**src/hdl/ktl_pkg.sv**
```systemverilog
// ----------------------------------------------------------------------------
// ktl_pkg
// shared types, widths and code tables for the kinsoku text layout block
// ----------------------------------------------------------------------------
package ktl_pkg;

  localparam int CODE_W      = 16;
  localparam int CELL_IDX_W  = 7;
  localparam int COL_W       = 5;
  localparam int ROW_W       = 5;
  localparam int CNT_W       = 8;
  localparam int IDX_W       = CNT_W + 1;
  localparam int PAD_W       = 6;
  localparam int MAX_RESULTS = 16;
  localparam int NRES_W      = $clog2(MAX_RESULTS);

  localparam int COLUMNS_DEF = 16;
  localparam int ROWS_DEF    = 8;
  localparam int CELL_CAP_MAX = 128;

  localparam logic [CODE_W-1:0] NAME_END_RESET = 16'h817A;

  localparam int FRONT_N = 34;
  localparam int BACK_N  = 5;

  // codes that must not open a line
  localparam logic [CODE_W-1:0] FRONT_TABLE [FRONT_N] = '{
    16'h82E1, 16'h82E3, 16'h82E5, 16'h82C1, 16'h8142, 16'h8141, 16'h8145, 16'h8163,
    16'h8184, 16'h8178, 16'h8176, 16'h816A, 16'h816E, 16'h8148, 16'h8149, 16'h817C,
    16'h815B, 16'h8383, 16'h8385, 16'h8387, 16'h8362, 16'h8396, 16'h829F, 16'h82A1,
    16'h82A3, 16'h82A5, 16'h82A7, 16'h8340, 16'h8342, 16'h8344, 16'h8346, 16'h8348,
    16'h8144, 16'h8160
  };

  // openers that must not close a line
  localparam logic [CODE_W-1:0] BACK_TABLE [BACK_N] = '{
    16'h8183, 16'h8177, 16'h8175, 16'h816D, 16'h8169
  };

  typedef enum logic [1:0] {
    OFF_ZERO  = 2'b00,
    OFF_PLUS  = 2'b01,
    OFF_MINUS = 2'b11
  } off_t;

  typedef struct packed {
    off_t             off;
    logic [PAD_W-1:0] amt;
  } cnt_req_t;

  typedef struct packed {
    logic [CELL_IDX_W-1:0] idx;
    logic                  ovf;
    logic [CNT_W-1:0]      sum;
  } cnt_rsp_t;

  typedef struct packed {
    logic front;
    logic back;
  } cls_t;

  typedef enum logic [4:0] {
    ST_IDLE = 5'b00001,
    ST_PULL = 5'b00010,
    ST_BACK = 5'b00100,
    ST_NORM = 5'b01000,
    ST_PAD  = 5'b10000
  } state_t;

endpackage

```
**src/hdl/ktl_class.sv**
```systemverilog
// ----------------------------------------------------------------------------
// ktl_class
// matches a character code against the line-start and line-end tables
// ----------------------------------------------------------------------------
module ktl_class (
  input  logic [ktl_pkg::CODE_W-1:0] code,
  output ktl_pkg::cls_t              cls
);

  always_comb begin
    cls = '0;
    for (int i = 0; i < ktl_pkg::FRONT_N; i++) begin
      if (code == ktl_pkg::FRONT_TABLE[i]) begin
        cls.front = 1'b1;
      end
    end
    for (int j = 0; j < ktl_pkg::BACK_N; j++) begin
      if (code == ktl_pkg::BACK_TABLE[j]) begin
        cls.back = 1'b1;
      end
    end
  end

endmodule

```
**src/hdl/ktl_cnt_unit.sv**
```systemverilog
// ----------------------------------------------------------------------------
// ktl_cnt_unit
// shared cell count arithmetic: target index, capacity check, saturating add
// ----------------------------------------------------------------------------
module ktl_cnt_unit #(
  parameter int COLUMNS = ktl_pkg::COLUMNS_DEF,
  parameter int ROWS    = ktl_pkg::ROWS_DEF
) (
  input  logic [ktl_pkg::CNT_W-1:0] cnt,
  input  ktl_pkg::cnt_req_t         req,
  output ktl_pkg::cnt_rsp_t         rsp
);

  localparam int CAP_RAW = COLUMNS * ROWS;
  localparam int CAP     = (CAP_RAW > ktl_pkg::CELL_CAP_MAX) ? ktl_pkg::CELL_CAP_MAX : CAP_RAW;

  logic [ktl_pkg::IDX_W-1:0] idx_full;
  logic [ktl_pkg::IDX_W-1:0] sum_full;

  always_comb begin
    case (req.off)
      ktl_pkg::OFF_PLUS:  idx_full = {1'b0, cnt} + ktl_pkg::IDX_W'(1);
      ktl_pkg::OFF_MINUS: idx_full = {1'b0, cnt} - ktl_pkg::IDX_W'(1);
      default:            idx_full = {1'b0, cnt};
    endcase
  end

  assign sum_full = {1'b0, cnt} + ktl_pkg::IDX_W'(req.amt);

  always_comb begin
    rsp.ovf = (idx_full >= ktl_pkg::IDX_W'(CAP));
    rsp.idx = rsp.ovf ? '0 : idx_full[ktl_pkg::CELL_IDX_W-1:0];
    // count saturates at its full scale
    rsp.sum = sum_full[ktl_pkg::CNT_W] ? '1 : sum_full[ktl_pkg::CNT_W-1:0];
  end

endmodule

```
**src/hdl/kinsoku_text_layout_core.sv**
```systemverilog
// ----------------------------------------------------------------------------
// kinsoku_text_layout_core: one item at a time; a plain character, a pushed opener,
// a pulled-back closer and padding write their cells from the shared count unit,
// one cell write per cycle while the output is not stalled; an accepted item goes through
// the state register to the output registers. sync reset: position zeroed, name-end code 0x817A
// ----------------------------------------------------------------------------
module kinsoku_text_layout_core #(
  parameter int COLUMNS = ktl_pkg::COLUMNS_DEF,
  parameter int ROWS    = ktl_pkg::ROWS_DEF
) (
  input  logic                               clk,
  input  logic                               rst_n,
  input  logic                               in_valid,
  output logic                               in_stall,
  input  logic                               in_cmd,
  input  logic [ktl_pkg::CODE_W-1:0]         in_char_code,
  output logic                               out_valid,
  input  logic                               out_stall,
  output logic [ktl_pkg::CELL_IDX_W-1:0]     out_cell_index,
  output logic [ktl_pkg::CODE_W-1:0]         out_cell_code,
  output logic                               out_overflow,
  output logic                               out_last,
  input  logic                               cfg_valid,
  output logic                               cfg_ready,
  input  logic [ktl_pkg::CODE_W-1:0]         cfg_data
);

  localparam logic [ktl_pkg::PAD_W-1:0] COLS_P   = ktl_pkg::PAD_W'(COLUMNS);
  localparam logic [ktl_pkg::COL_W-1:0] COL_LAST = ktl_pkg::COL_W'(COLUMNS - 1);
  localparam logic [ktl_pkg::NRES_W-1:0] NRES_LAST = ktl_pkg::NRES_W'(ktl_pkg::MAX_RESULTS - 1);

  ktl_pkg::state_t state_r, state_nxt;
  logic [1:0]                      step_r, step_nxt;
  logic [ktl_pkg::CODE_W-1:0]      code_r, code_nxt;
  logic [ktl_pkg::COL_W-1:0]       col_r, col_nxt;
  logic [ktl_pkg::ROW_W-1:0]       row_r, row_nxt;
  logic [ktl_pkg::CNT_W-1:0]       cnt_r, cnt_nxt;
  logic [ktl_pkg::CODE_W-1:0]      lv_r, lv_nxt;
  logic [ktl_pkg::CODE_W-1:0]      nec_r;
  logic [ktl_pkg::PAD_W-1:0]       pad_r, pad_nxt;
  logic [ktl_pkg::NRES_W-1:0]      nres_r, nres_nxt;

  logic                            out_valid_r, out_valid_nxt;
  logic [ktl_pkg::CELL_IDX_W-1:0]  out_idx_r;
  logic [ktl_pkg::CODE_W-1:0]      out_code_r;
  logic                            out_ovf_r;
  logic                            out_last_r;

  ktl_pkg::cls_t     cls;
  ktl_pkg::cnt_req_t req;
  ktl_pkg::cnt_rsp_t rsp;

  logic                            out_free;
  logic                            emit;
  logic [ktl_pkg::CODE_W-1:0]      e_code;
  logic                            e_last;
  logic [ktl_pkg::PAD_W-1:0]       col_inc;
  logic [ktl_pkg::ROW_W-1:0]       row_up;

  ktl_class u_class (
    .code (in_char_code),
    .cls  (cls)
  );

  ktl_cnt_unit #(
    .COLUMNS (COLUMNS),
    .ROWS    (ROWS)
  ) u_cnt (
    .cnt (cnt_r),
    .req (req),
    .rsp (rsp)
  );

  assign out_free  = !out_valid_r || !out_stall;
  assign in_stall  = (state_r != ktl_pkg::ST_IDLE);
  assign cfg_ready = 1'b1;
  assign col_inc   = {1'b0, col_r} + ktl_pkg::PAD_W'(1);
  assign row_up    = (row_r == '1) ? row_r : row_r + ktl_pkg::ROW_W'(1);

  always_comb begin
    state_nxt = state_r;
    step_nxt  = step_r;
    code_nxt  = code_r;
    col_nxt   = col_r;
    row_nxt   = row_r;
    cnt_nxt   = cnt_r;
    lv_nxt    = lv_r;
    pad_nxt   = pad_r;
    nres_nxt  = nres_r;
    req.off   = ktl_pkg::OFF_ZERO;
    req.amt   = '0;
    emit      = 1'b0;
    e_code    = '0;
    e_last    = 1'b0;

    case (state_r)
      ktl_pkg::ST_IDLE: begin
        if (in_valid) begin
          if (in_cmd) begin
            col_nxt = '0;
            row_nxt = '0;
            cnt_nxt = '0;
            lv_nxt  = '0;
          end else begin
            code_nxt = in_char_code;
            step_nxt = '0;
            if (col_r == '0 && cnt_r != '0 && cls.front) begin
              state_nxt = ktl_pkg::ST_PULL;
            end else if (col_r == COL_LAST && cls.back) begin
              state_nxt = ktl_pkg::ST_BACK;
            end else begin
              state_nxt = ktl_pkg::ST_NORM;
            end
          end
        end
      end

      // previous cell moves down, old cell blanked, closer follows it
      ktl_pkg::ST_PULL: begin
        if (out_free) begin
          emit = 1'b1;
          case (step_r)
            2'd0: begin
              e_code   = lv_r;
              step_nxt = 2'd1;
            end
            2'd1: begin
              req.off  = ktl_pkg::OFF_MINUS;
              step_nxt = 2'd2;
            end
            default: begin
              req.off   = ktl_pkg::OFF_PLUS;
              req.amt   = ktl_pkg::PAD_W'(2);
              e_code    = code_r;
              e_last    = 1'b1;
              cnt_nxt   = rsp.sum;
              col_nxt   = ktl_pkg::COL_W'(2);
              lv_nxt    = code_r;
              state_nxt = ktl_pkg::ST_IDLE;
            end
          endcase
        end
      end

      // opener at the last column goes to the next line behind a blank
      ktl_pkg::ST_BACK: begin
        if (out_free) begin
          emit = 1'b1;
          if (step_r == 2'd0) begin
            step_nxt = 2'd1;
          end else begin
            req.off   = ktl_pkg::OFF_PLUS;
            req.amt   = ktl_pkg::PAD_W'(2);
            e_code    = code_r;
            e_last    = 1'b1;
            cnt_nxt   = rsp.sum;
            row_nxt   = row_up;
            col_nxt   = ktl_pkg::COL_W'(1);
            lv_nxt    = code_r;
            state_nxt = ktl_pkg::ST_IDLE;
          end
        end
      end

      ktl_pkg::ST_NORM: begin
        if (out_free) begin
          emit    = 1'b1;
          e_code  = code_r;
          req.amt = ktl_pkg::PAD_W'(1);
          cnt_nxt = rsp.sum;
          lv_nxt  = code_r;
          if (col_inc == COLS_P) begin
            col_nxt   = '0;
            row_nxt   = row_up;
            e_last    = 1'b1;
            state_nxt = ktl_pkg::ST_IDLE;
          end else if (code_r == nec_r) begin
            pad_nxt   = COLS_P - col_inc;
            nres_nxt  = ktl_pkg::NRES_W'(1);
            state_nxt = ktl_pkg::ST_PAD;
          end else begin
            col_nxt   = col_inc[ktl_pkg::COL_W-1:0];
            e_last    = 1'b1;
            state_nxt = ktl_pkg::ST_IDLE;
          end
        end
      end

      // blank the rest of the line; once the result limit is hit the
      // remaining pad cells are counted in one add
      ktl_pkg::ST_PAD: begin
        if (out_free) begin
          emit = 1'b1;
          if (pad_r == ktl_pkg::PAD_W'(1) || nres_r == NRES_LAST) begin
            e_last    = 1'b1;
            req.amt   = pad_r;
            cnt_nxt   = rsp.sum;
            lv_nxt    = '0;
            col_nxt   = '0;
            row_nxt   = row_up;
            state_nxt = ktl_pkg::ST_IDLE;
          end else begin
            req.amt  = ktl_pkg::PAD_W'(1);
            cnt_nxt  = rsp.sum;
            pad_nxt  = pad_r - ktl_pkg::PAD_W'(1);
            nres_nxt = nres_r + ktl_pkg::NRES_W'(1);
          end
        end
      end

      default: begin
        state_nxt = ktl_pkg::ST_IDLE;
      end
    endcase
  end

  always_comb begin
    out_valid_nxt = out_valid_r;
    if (emit) begin
      out_valid_nxt = 1'b1;
    end else if (out_valid_r && !out_stall) begin
      out_valid_nxt = 1'b0;
    end
  end

  always_ff @(posedge clk) begin
    if (!rst_n) begin
      state_r     <= ktl_pkg::ST_IDLE;
      step_r      <= '0;
      col_r       <= '0;
      row_r       <= '0;
      cnt_r       <= '0;
      lv_r        <= '0;
      nec_r       <= ktl_pkg::NAME_END_RESET;
      pad_r       <= '0;
      nres_r      <= '0;
      out_valid_r <= 1'b0;
    end else begin
      state_r     <= state_nxt;
      step_r      <= step_nxt;
      col_r       <= col_nxt;
      row_r       <= row_nxt;
      cnt_r       <= cnt_nxt;
      lv_r        <= lv_nxt;
      pad_r       <= pad_nxt;
      nres_r      <= nres_nxt;
      out_valid_r <= out_valid_nxt;
      if (cfg_valid && cfg_ready) begin
        nec_r <= cfg_data;
      end
    end
  end

  // payload registers
  always_ff @(posedge clk) begin
    code_r <= code_nxt;
    if (emit) begin
      out_idx_r  <= rsp.idx;
      out_ovf_r  <= rsp.ovf;
      out_code_r <= e_code;
      out_last_r <= e_last;
    end
  end

  assign out_valid      = out_valid_r;
  assign out_cell_index = out_idx_r;
  assign out_cell_code  = out_code_r;
  assign out_overflow   = out_ovf_r;
  assign out_last       = out_last_r;

endmodule
```
**config.mk**
```make
export PLATFORM = sky130hd
export DESIGN_NAME = kinsoku_text_layout_core
export DESIGN_NICKNAME = d
export VERILOG_FILES = /design/src/hdl/ktl_pkg.sv /design/src/hdl/ktl_class.sv /design/src/hdl/ktl_cnt_unit.sv /design/src/hdl/kinsoku_text_layout_core.sv
export SDC_FILE = /design/constraint.sdc
export NUM_CORES = 1
export LEC_CHECK = 0
export ABC_AREA = 1
export BUFFER_PORTS_ARGS = -buffer_cell sky130_fd_sc_hd__buf_2
export CORE_ASPECT_RATIO = 0.6
export CORE_MARGIN = 1.5
export CORE_UTILIZATION = 40
export DETAILED_ROUTE_END_ITERATION = 8
export PLACE_DENSITY = 0.69
export SLEW_MARGIN = 5
export SYNTH_ARGS = -nofsm -noshare
export SYNTH_HDL_FRONTEND = slang
export SYNTH_SLANG_ARGS = --single-unit
```
**constraint.sdc**
```tcl
create_clock -name clk -period 8.95 [get_ports clk]
set_input_delay 1.79 -clock clk [delete_from_list [all_inputs] [get_ports clk]]
set_output_delay 1.79 -clock clk [all_outputs]
set_load 0.01 [all_outputs]
```
==> metrics.txt, run 1 <==
Worst-Skew Late Latency 0.36 ns; Slew Limit Headroom 0.235; post-synth top area share 0.209; sequential area share after synthesis 0.413; Ports 66; Clock Tree Buf Depth 2; vias in the first global route 4,888; first drt pass iteration count 5; Period minus WS final between 3 and 4 ns; crit end category flip-flop; Final Routed Wirelength 15,300 um; syn nets 881; Hold Path Cell Cnt 2; Final Util 0.466; port buffer count 64; Pwr Density 179 nW/um2; max incr delay on CP roughly 0.47 ns; CTS resizes 0; crit path DAT 4.22 ns; Final Wtd Congestion just under 0.9; DRC errors left 0; FP Rows 34; post-route antenna net violation count 0; CP Class input port to flip-flop; Leakage 2.94 nW; crit-path cells buf_2, nand2_1, inv_1, nor2_2, buf_4, nand2_1, fa_1, o221ai_1, nand3_1, o21ai_0, nand2_1, a21oi_1; reg2reg setup slack 5.60 ns; Root Driver clkbuf_16; crit path buf inv count 3; Crit Path Max Fanout 27; core area 14,600 um2; Synth area leaders dfxtp_1 (21%), edfxtp_1 (20%), nand2_1 (12%); Post-Synthesis Cells 822; initial core utilization 0.413; Slowest cell on crit path fa_1; Post-CTS Setup Inserts 0; Yosys warning count 0; Cell Count Post-Placement 1,065; DP Wirelength approximately 11,000 um; Worst Hold Class flip-flop to flip-flop; ANT cells 0; Non-Filler Instances between 1,000 and 1,500; final net count 937; Seq cells post-synth 104; fill count 1,457; Pins Over Slew Limit 0; CP dominant cell by count nand2_1; MaxCap Viol Count 0; status finished clean; CTS buffer count 9; Global Route Usage Sum 0.201; gr ovfl total 0; H-Tree Depth 3; CTS clock-pin slew for the worst setup and hold paths 0.08 ns; Area growth, synth to finish 12.9%; final setup vio count 0; maximum clock frequency around 250 MHz; full die area 15,900 um2; Routed WL per cell 14.2 um; setup TNS 0 ns; Top delay family on crit path simple AND/OR/NAND/NOR gates; hold buffers post-CTS 0; clock skew 0.00896 ns; EDFF count, synth a little over 40; Synth Flop Type dfxtp_1; vias 5,609; Slew @ Worst Pin 1.14 ns; total power roughly 1.2 mW; share of post-route cells with drive strength above 1 0.127; first-pass GRT wire length 25,200 um; min-delay src lv_r[8]$_SDFFE_PN0P_; Hold Violations, Final 0; Post-synth ARST share 0; Req. time, crit path between 9 and 10 ns; Syn Std Cell Area between 6000 and 7000 um2; Die Wd approximately 160 um; Initial DRC Count 528; final clock period utilization by the worst path 0.440; Yosys top cell by area dfxtp_1; WHS Endpoint lv_r[8]$_SDFFE_PN0P_; CP Launch Type input port; Peak supply drop 0.0000898 V; Distinct cells, synth 41; DR vias/cell 5.19; largest net degree at the start of global routing 39; Synth Area per Inst 7.35 um2; TritonCTS clock tree yes; multi-input logic area 3070 um2; Reg-to-Reg Start state_r[2]$_SDFFE_PN0P_; initial antenna violation count 0; r2r worst-path depth 15; FF/Latch Area 2490 um2; Die Span Y 98.2 um; RSZ-0062 raised after global routing no; worst r2r dst cnt_r[3]$_SDFFE_PN0P_; clock sinks 104
-- metal layers --
metal / share of wire / up-vias / GRT usage
met1: 0.53 / 2577 / 0.328
met4: 0.0067 / 0 / 0.0381
met5: 0 / - / 0
met2: 0.36 / 209 / 0.257
met3: 0.095 / 10 / 0.0493
li1: - / 2813 / -
-- layout by cell type (no fill, tap or decap), types with 19 or more instances in the layout --
| cell | instances |
|---|---|
| nor2_1 | 113 |
| nand3_1 | 54 |
| o21ai_0 | 73 |
| a21oi_1 | 48 |
| dfxtp_1 | 63 |
| nand2_1 | 199 |
| ha_1 | 19 |
| inv_1 | 86 |
| buf_2 | 64 |
| edfxtp_1 | 41 |
-- cells in the mapped netlist (3+ instances only) --
| cell type | n |
|---|---|
| edfxtp_1 | 41 |
| dfxtp_1 | 63 |
| o21ai_0 | 73 |
| buf_4 | 3 |
| a21oi_1 | 48 |
| nor2_2 | 4 |
| nor2_1 | 114 |
| nor2_4 | 3 |
| xor2_1 | 14 |
| nand2_1 | 199 |
| clkbuf_1 | 11 |
| a31oi_1 | 3 |
| or2_2 | 3 |
| nor3_1 | 7 |
| a22oi_1 | 11 |
| xnor2_1 | 12 |
| nand2_2 | 6 |
| buf_2 | 5 |
| a21oi_2 | 3 |
| nand3_1 | 54 |
| inv_1 | 86 |
| nand4_1 | 14 |
| ha_1 | 19 |
-- worst register-to-register path, stage by stage, from the launching register on --
cell      delay, ns
dfxtp_1        0.35
nor2_2         0.20
nand2_2        0.08
nor3_4         0.28
inv_2          0.10
nand2_4        0.21
nor2_4         0.10
nor2_2         0.10
buf_4          0.33
nand2_1        0.15
fa_1           0.47
o221ai_1       0.25
nand3_1        0.29
o21ai_0        0.18
nand2_1        0.08
a21oi_1        0.11
-- cells by family (layout without fill, tap and decap cells) --
kind of cell    count (synthesis)  after routing  synth area share
compound gates                144            144             0.129
xor+xnor                       26             26            0.0377
fa+ha+maj                      21             21            0.0460
buf+inv                       112            173            0.0795
flops                         104            104             0.413
other cells                     1              1          0.000621
simple gates                  414            414             0.295
-- worst max-delay path by stage --
stage              start                              end  slack [ns]  cells past startpoint
3_5_place_dp   out_stall            cnt_r[3]$_SDFFE_PN0P_        4.68                     12
6_report       out_stall            cnt_r[3]$_SDFFE_PN0P_        5.01                     12
2_1_floorplan  out_stall            cnt_r[2]$_SDFFE_PN0P_        3.92                     13
4_1_cts        out_stall            cnt_r[3]$_SDFFE_PN0P_        5.04                     12
3_3_place_gp   out_stall            cnt_r[7]$_SDFFE_PN0P_        4.77                     14
5_1_grt        out_stall  out_cell_index[5]$_SDFFCE_PP0P_        4.79                     12
-- registers in the layout, indices dropped and copies added, names as in the netlist, 4 cells and up --
| name | count |
|---|---|
| cnt_r | 8 |
| code_r | 16 |
| col_r | 5 |
| lv_r | 16 |
| nec_r | 16 |
| nres_r | 4 |
| out_cell_code | 16 |
| out_cell_index | 7 |
| pad_r | 6 |
| state_r | 5 |
-- cell type report --
class,instances,area share
clock buffer,9,0.0330
clock inverter,7,0.0149
timing repair buffer,68,0.0514
sequential,104,0.365
tap,198,0.0363
inverter,89,0.0490
multi-input combinational,606,0.450
-- power by group --
part,switching [mW],internal (mW)
sequential,0.0321,0.540
combinational,0.150,0.0748
clock,0.198,0.226
-- per-stage QoR --
step           area [um2]  hold WS (ns)  worst slack [ns]
2_1_floorplan        6040         0.439              3.92
3_3_place_gp         6490         0.455              4.77
3_5_place_dp         6490         0.462              4.68
4_1_cts              6820         0.473              5.04
5_1_grt              6820         0.491              4.79
6_report             6820         0.475              5.01
Power figures use the tool's default switching activity.
==> run 2, diff against run 1 <==
==> constraint.sdc (replaced) <==
create_clock -name clk -period 3.9 [get_ports clk]
set_input_delay 0.78 -clock clk [delete_from_list [all_inputs] [get_ports clk]]
set_output_delay 0.78 -clock clk [all_outputs]
set_load 0.01 [all_outputs]
==> metrics.txt, run 2 (synthesis results as in run 1) <==
status finished clean; Pwr Density 409 nW/um2; Worst-Skew Late Latency around 0.35 ns; crit end category flip-flop; share of post-route cells with drive strength above 1 0.130; gr ovfl total 0; fill count 1,453; Slew Limit Headroom 0.327; final clock period utilization by the worst path 0.854; Slowest cell on crit path fa_1; CTS resizes 0; Hold Violations, Final 0; largest net degree at the start of global routing 39; Clock Tree Buf Depth 2; CTS buffer count 9; DRC errors left 0; total power 2.79 mW; TritonCTS clock tree yes; initial antenna violation count 0; Final Wtd Congestion 0.918; WHS Endpoint col_r[4]$_SDFFE_PN0P_; first-pass GRT wire length between 20,000 and 30,000 um; Worst Hold Class flip-flop to flip-flop; Final WS setup 0.569 ns; full die area 15,900 um2; clock skew 0.00881 ns; DR vias/cell 5.09; min-delay src col_r[4]$_SDFFE_PN0P_; Routed WL per cell ~14 um; Root Driver clkbuf_16; max incr delay on CP 0.47 ns; Global Route Usage Sum 0.200; Reg-to-Reg Start state_r[2]$_SDFFE_PN0P_; Final Util 0.467; r2r worst-path depth 15; FP Rows 34; Hold WS 0.472 ns; Die Span Y 98.2 um; Period minus WS final 3.33 ns; most used cells in the layout excluding fill and tap cells nand2_1 (199), nor2_1 (113), inv_1 (86), o21ai_0 (73), buf_2 (64); MaxCap Viol Count 0; Area growth, synth to finish 13.1%; most common cell after layout, fill and taps aside nand2_1; Hold Path Cell Cnt 2; Cell Count Post-Placement 1,068; core area about 15,000 um2; final setup vio count 0; H-Tree Depth 3; Ports 66; reg2reg setup slack 0.57 ns; CTS clock-pin slew for the worst setup and hold paths roughly 0.08 ns; vias in the first global route 4,786; setup TNS 0 ns; port buffer count 64; Non-Filler Instances between 1,000 and 1,500; crit path DAT about 3.6 ns; crit-path cells nor2_2, nand2_2, nor3_4, inv_2, nand2_4, nor2_4, nor2_2, buf_4, nand2_1, fa_1, o221ai_1, nand3_1, o21ai_0, nand2_1, a21oi_1; clock sinks 104; Post-CTS Setup Inserts 0; vias 5,516; Initial DRC Count between 500 and 600; Leakage 2.95 nW; post-route antenna net violation count 0; ANT cells 0; Die Wd 162 um; Slew @ Worst Pin just over 1 ns; worst r2r dst cnt_r[2]$_SDFFE_PN0P_; Pins Over Slew Limit 0; first drt pass iteration count 5; CP Launch Type flip-flop; Finished Cell Area just under 7000 um2; initial core utilization 0.413; Crit Path Max Fanout 27; Peak supply drop ~0.00024 V; hold buffers post-CTS 0; RSZ-0062 raised after global routing no; Placed Area 6520 um2; DP Wirelength 11,600 um; Req. time, crit path between 4 and 5 ns; Final Routed Wirelength about 15,000 um; final net count 940; maximum clock frequency 300 MHz; DP Worst Slack 0.645 ns; CP Class flip-flop to flip-flop
run 2: cell types whose count changed in the layout (fill, tap and decap cells not counted), sizes merged:
cell | previous run | this run
buf | 68 | 71
run 2: final cells by class:
cell class                      count  area, um2  area share
Sequential cell                   104       2490       0.365
Multi-Input combinational cell    606       3070       0.449
Timing Repair Buffer               71        373      0.0546
Clock inverter                      7       88.8      0.0130
Inverter                           89        334      0.0489
Clock buffer                        9        225      0.0330
Tap cell                          198        248      0.0363
run 2: how the worst max path moves through the flow:
stage                            start                              end  depth (start not counted)
3_3_place_gp                 out_stall            cnt_r[7]$_SDFFE_PN0P_                         14
4_1_cts        state_r[2]$_SDFFE_PN0P_            cnt_r[2]$_SDFFE_PN0P_                         15
3_5_place_dp                 out_stall  out_cell_index[5]$_SDFFCE_PP0P_                         12
5_1_grt        state_r[2]$_SDFFE_PN0P_            cnt_r[3]$_SDFFE_PN0P_                         15
6_report       state_r[2]$_SDFFE_PN0P_            cnt_r[2]$_SDFFE_PN0P_                         15
2_1_floorplan                out_stall            cnt_r[2]$_SDFFE_PN0P_                         13
run 2: layer usage:
| layer | GRT usage | vias up | part of all wire |
|---|---|---|---|
| li1 | - | 2813 | - |
| met2 | 0.262 | 238 | 0.36 |
| met5 | 0 | - | 0 |
| met3 | 0.0599 | 15 | 0.10 |
| met1 | 0.318 | 2450 | 0.53 |
| met4 | 0.0360 | 0 | 0.0086 |
run 2: worst max-delay path, delay by kind of cell, from the launching register on:
family	cells	cell delay, ns
compound gates	3	0.54
fa+ha+maj	1	0.47
buf+inv	2	0.43
flops	1	0.35
simple gates	9	1.47
run 2: power breakdown:
part           internal (mW)  total [mW]  switching, mW
clock network          0.511       0.956          0.445
logic                  0.174       0.521          0.348
registers               1.24        1.31         0.0739
total                   1.92        2.79          0.866
==> run 3, diff against run 2 <==
--- a/config.mk
+++ b/config.mk
@@ -9,9 +9,9 @@
 export BUFFER_PORTS_ARGS = -buffer_cell sky130_fd_sc_hd__buf_2
 export CORE_ASPECT_RATIO = 0.6
 export CORE_MARGIN = 1.5
-export CORE_UTILIZATION = 40
+export CORE_UTILIZATION = 55
 export DETAILED_ROUTE_END_ITERATION = 8
-export PLACE_DENSITY = 0.69
+export PLACE_DENSITY = 0.86
 export SLEW_MARGIN = 5
 export SYNTH_ARGS = -nofsm -noshare
 export SYNTH_HDL_FRONTEND = slang
==> metrics.txt, run 3 (synthesis results as in run 1) <==
Sw Share 0.321; Worst-Skew Late Latency 0.36 ns; clock sinks about 100; most used cells in the layout excluding fill and tap cells nand2_1 (199), nor2_1 (113), inv_1 (86), o21ai_0 (73), buf_2 (64); Crit Path Max Fanout 27; DP Worst Slack 0.672 ns; most common cell after layout, fill and taps aside nand2_1; Root Driver clkbuf_16; FF/Latch Area 2490 um2; Area growth, synth to finish 11.5%; maximum clock frequency 303 MHz; Combinational Power Share 0.193; Peak supply drop roughly 0.00025 V; clock skew 0.0104 ns; Die Wd roughly 140 um; Clock Tree Buf Depth 2; CTS buffer count 9; final setup vio count 0; crit path DAT 3.59 ns; core area about 11,000 um2; setup TNS 0 ns; Routed WL per cell 14.9 um; Period minus WS final 3.30 ns; met2 Track Usage GR 0.371; Finished Cell Area 6740 um2; DR vias/cell 5.57; Ports 66; status finished clean; Global Route Usage Sum 0.267; Final Wtd Congestion 0.961; port buffer count between 60 and 70; Switching Power 0.880 mW; CTS clock-pin slew for the worst setup and hold paths 0.07 ns; Slew @ Worst Pin 1.06 ns; full die area 11,600 um2; first-pass GRT wire length 25,000 um; Hold Violations, Final 0; H-Tree Depth 3; grt met1 use 0.415; Non-Filler Instances 1,025; TritonCTS clock tree yes; Placed Area 6440 um2; final net count 940; Pwr Density 407 nW/um2; vias in the first global route 5,076; Pins Over Slew Limit 0; multi-input logic area 3070 um2; Req. time, crit path approximately 4.2 ns; Final Routed Wirelength between 15,000 and 20,000 um; FP Rows 29; Final WS setup 0.595 ns; Worst Hold Class flip-flop to flip-flop; ANT cells 0; P_int 1.86 mW; Leakage 2.94 nW; CP Launch Type flip-flop; Clock Power Share 0.327; initial antenna violation count 0; Slew Limit Headroom 0.293; Die Span Y around 84 um; largest net degree at the start of global routing 39; MaxCap Viol Count 0; Post-CTS Setup Inserts 0; first drt pass iteration count 6; DP Wirelength 11,200 um; fill count ~900; post-route antenna net violation count 0; DRC errors left 0; hold buffers post-CTS 0; share of post-route cells with drive strength above 1 0.130; RSZ-0062 raised after global routing no; vias around 5,700; initial core utilization 0.568; Initial DRC Count 734; sequential power share 0.480; GR Layer Usage met3 0.0702; crit end category flip-flop; global-route layer with the greatest usage met1; final clock period utilization by the worst path 0.847; CP Class flip-flop to flip-flop; gr ovfl total 0; CTS resizes 0; Cell Count Post-Placement 1,009
## run 3: cell count changes in the layout (fill, tap and decap cells not counted), sizes merged
cell / change
inv: +1
bufinv: -1
## run 3: path summary, 6_finish.rpt
kind / from / to / slack, ns / cells after the start
worst min register to register: col_r[4]$_SDFFE_PN0P_ / col_r[4]$_SDFFE_PN0P_ / 0.47 / 2
worst max register to register: state_r[2]$_SDFFE_PN0P_ / cnt_r[5]$_SDFFE_PN0P_ / 0.60 / 15
worst min-delay path: col_r[4]$_SDFFE_PN0P_ / col_r[4]$_SDFFE_PN0P_ / 0.47 / 2
worst max-delay path: state_r[2]$_SDFFE_PN0P_ / cnt_r[5]$_SDFFE_PN0P_ / 0.60 / 15
## run 3: power groups by stage
| stage | registers (mW) | clock network [mW] | logic (mW) |
|---|---|---|---|
| 3_3_place_gp | 1.33 | 0 | 0.502 |
| 4_1_cts | 1.31 | 0.898 | 0.518 |
| 3_5_place_dp | 1.34 | 0 | 0.513 |
| 5_1_grt | 1.33 | 0.952 | 0.588 |
| 2_1_floorplan | 1.32 | 0 | 0.395 |
| 6_report | 1.32 | 0.898 | 0.529 |
## run 3: worst max-delay path, cell delays in order, from the launching register on
cell	delay, ns
dfxtp_1	0.35
nor2_2	0.21
nand2_2	0.09
nor3_4	0.28
inv_2	0.10
nand2_4	0.18
nor2_4	0.09
nor2_2	0.11
buf_4	0.35
nand2_1	0.16
fa_1	0.47
o221ai_1	0.25
nand3_1	0.27
nand3_1	0.14
nand2_1	0.06
a21oi_1	0.12
## run 3: layout make-up
cell class | count | share of cell area
Clock inverter | 7 | 0.00985
Clock buffer | 9 | 0.0334
Multi-Input combinational cell | 606 | 0.456
Sequential cell | 104 | 0.370
Timing Repair Buffer | 71 | 0.0554
Tap cell | 139 | 0.0258
Inverter | 89 | 0.0496
## run 3: layer usage
metal | wire (um) | vias to the layer above
met1 | 7160 | 2548
met2 | 6060 | 325
met5 | 0 | -
met4 | 109 | 0
li1 | - | 2825
met3 | 1940 | 16
## run 3: stage by stage
step                      hold slack, ns  total power [mW]   util
after global routing               0.504              2.87  0.634
after global placement             0.452              1.83  0.606
final                              0.471              2.74  0.634
after floorplan                    0.439              1.72      -
after detailed placement           0.457              1.85  0.606
after CTS                          0.467              2.73  0.634
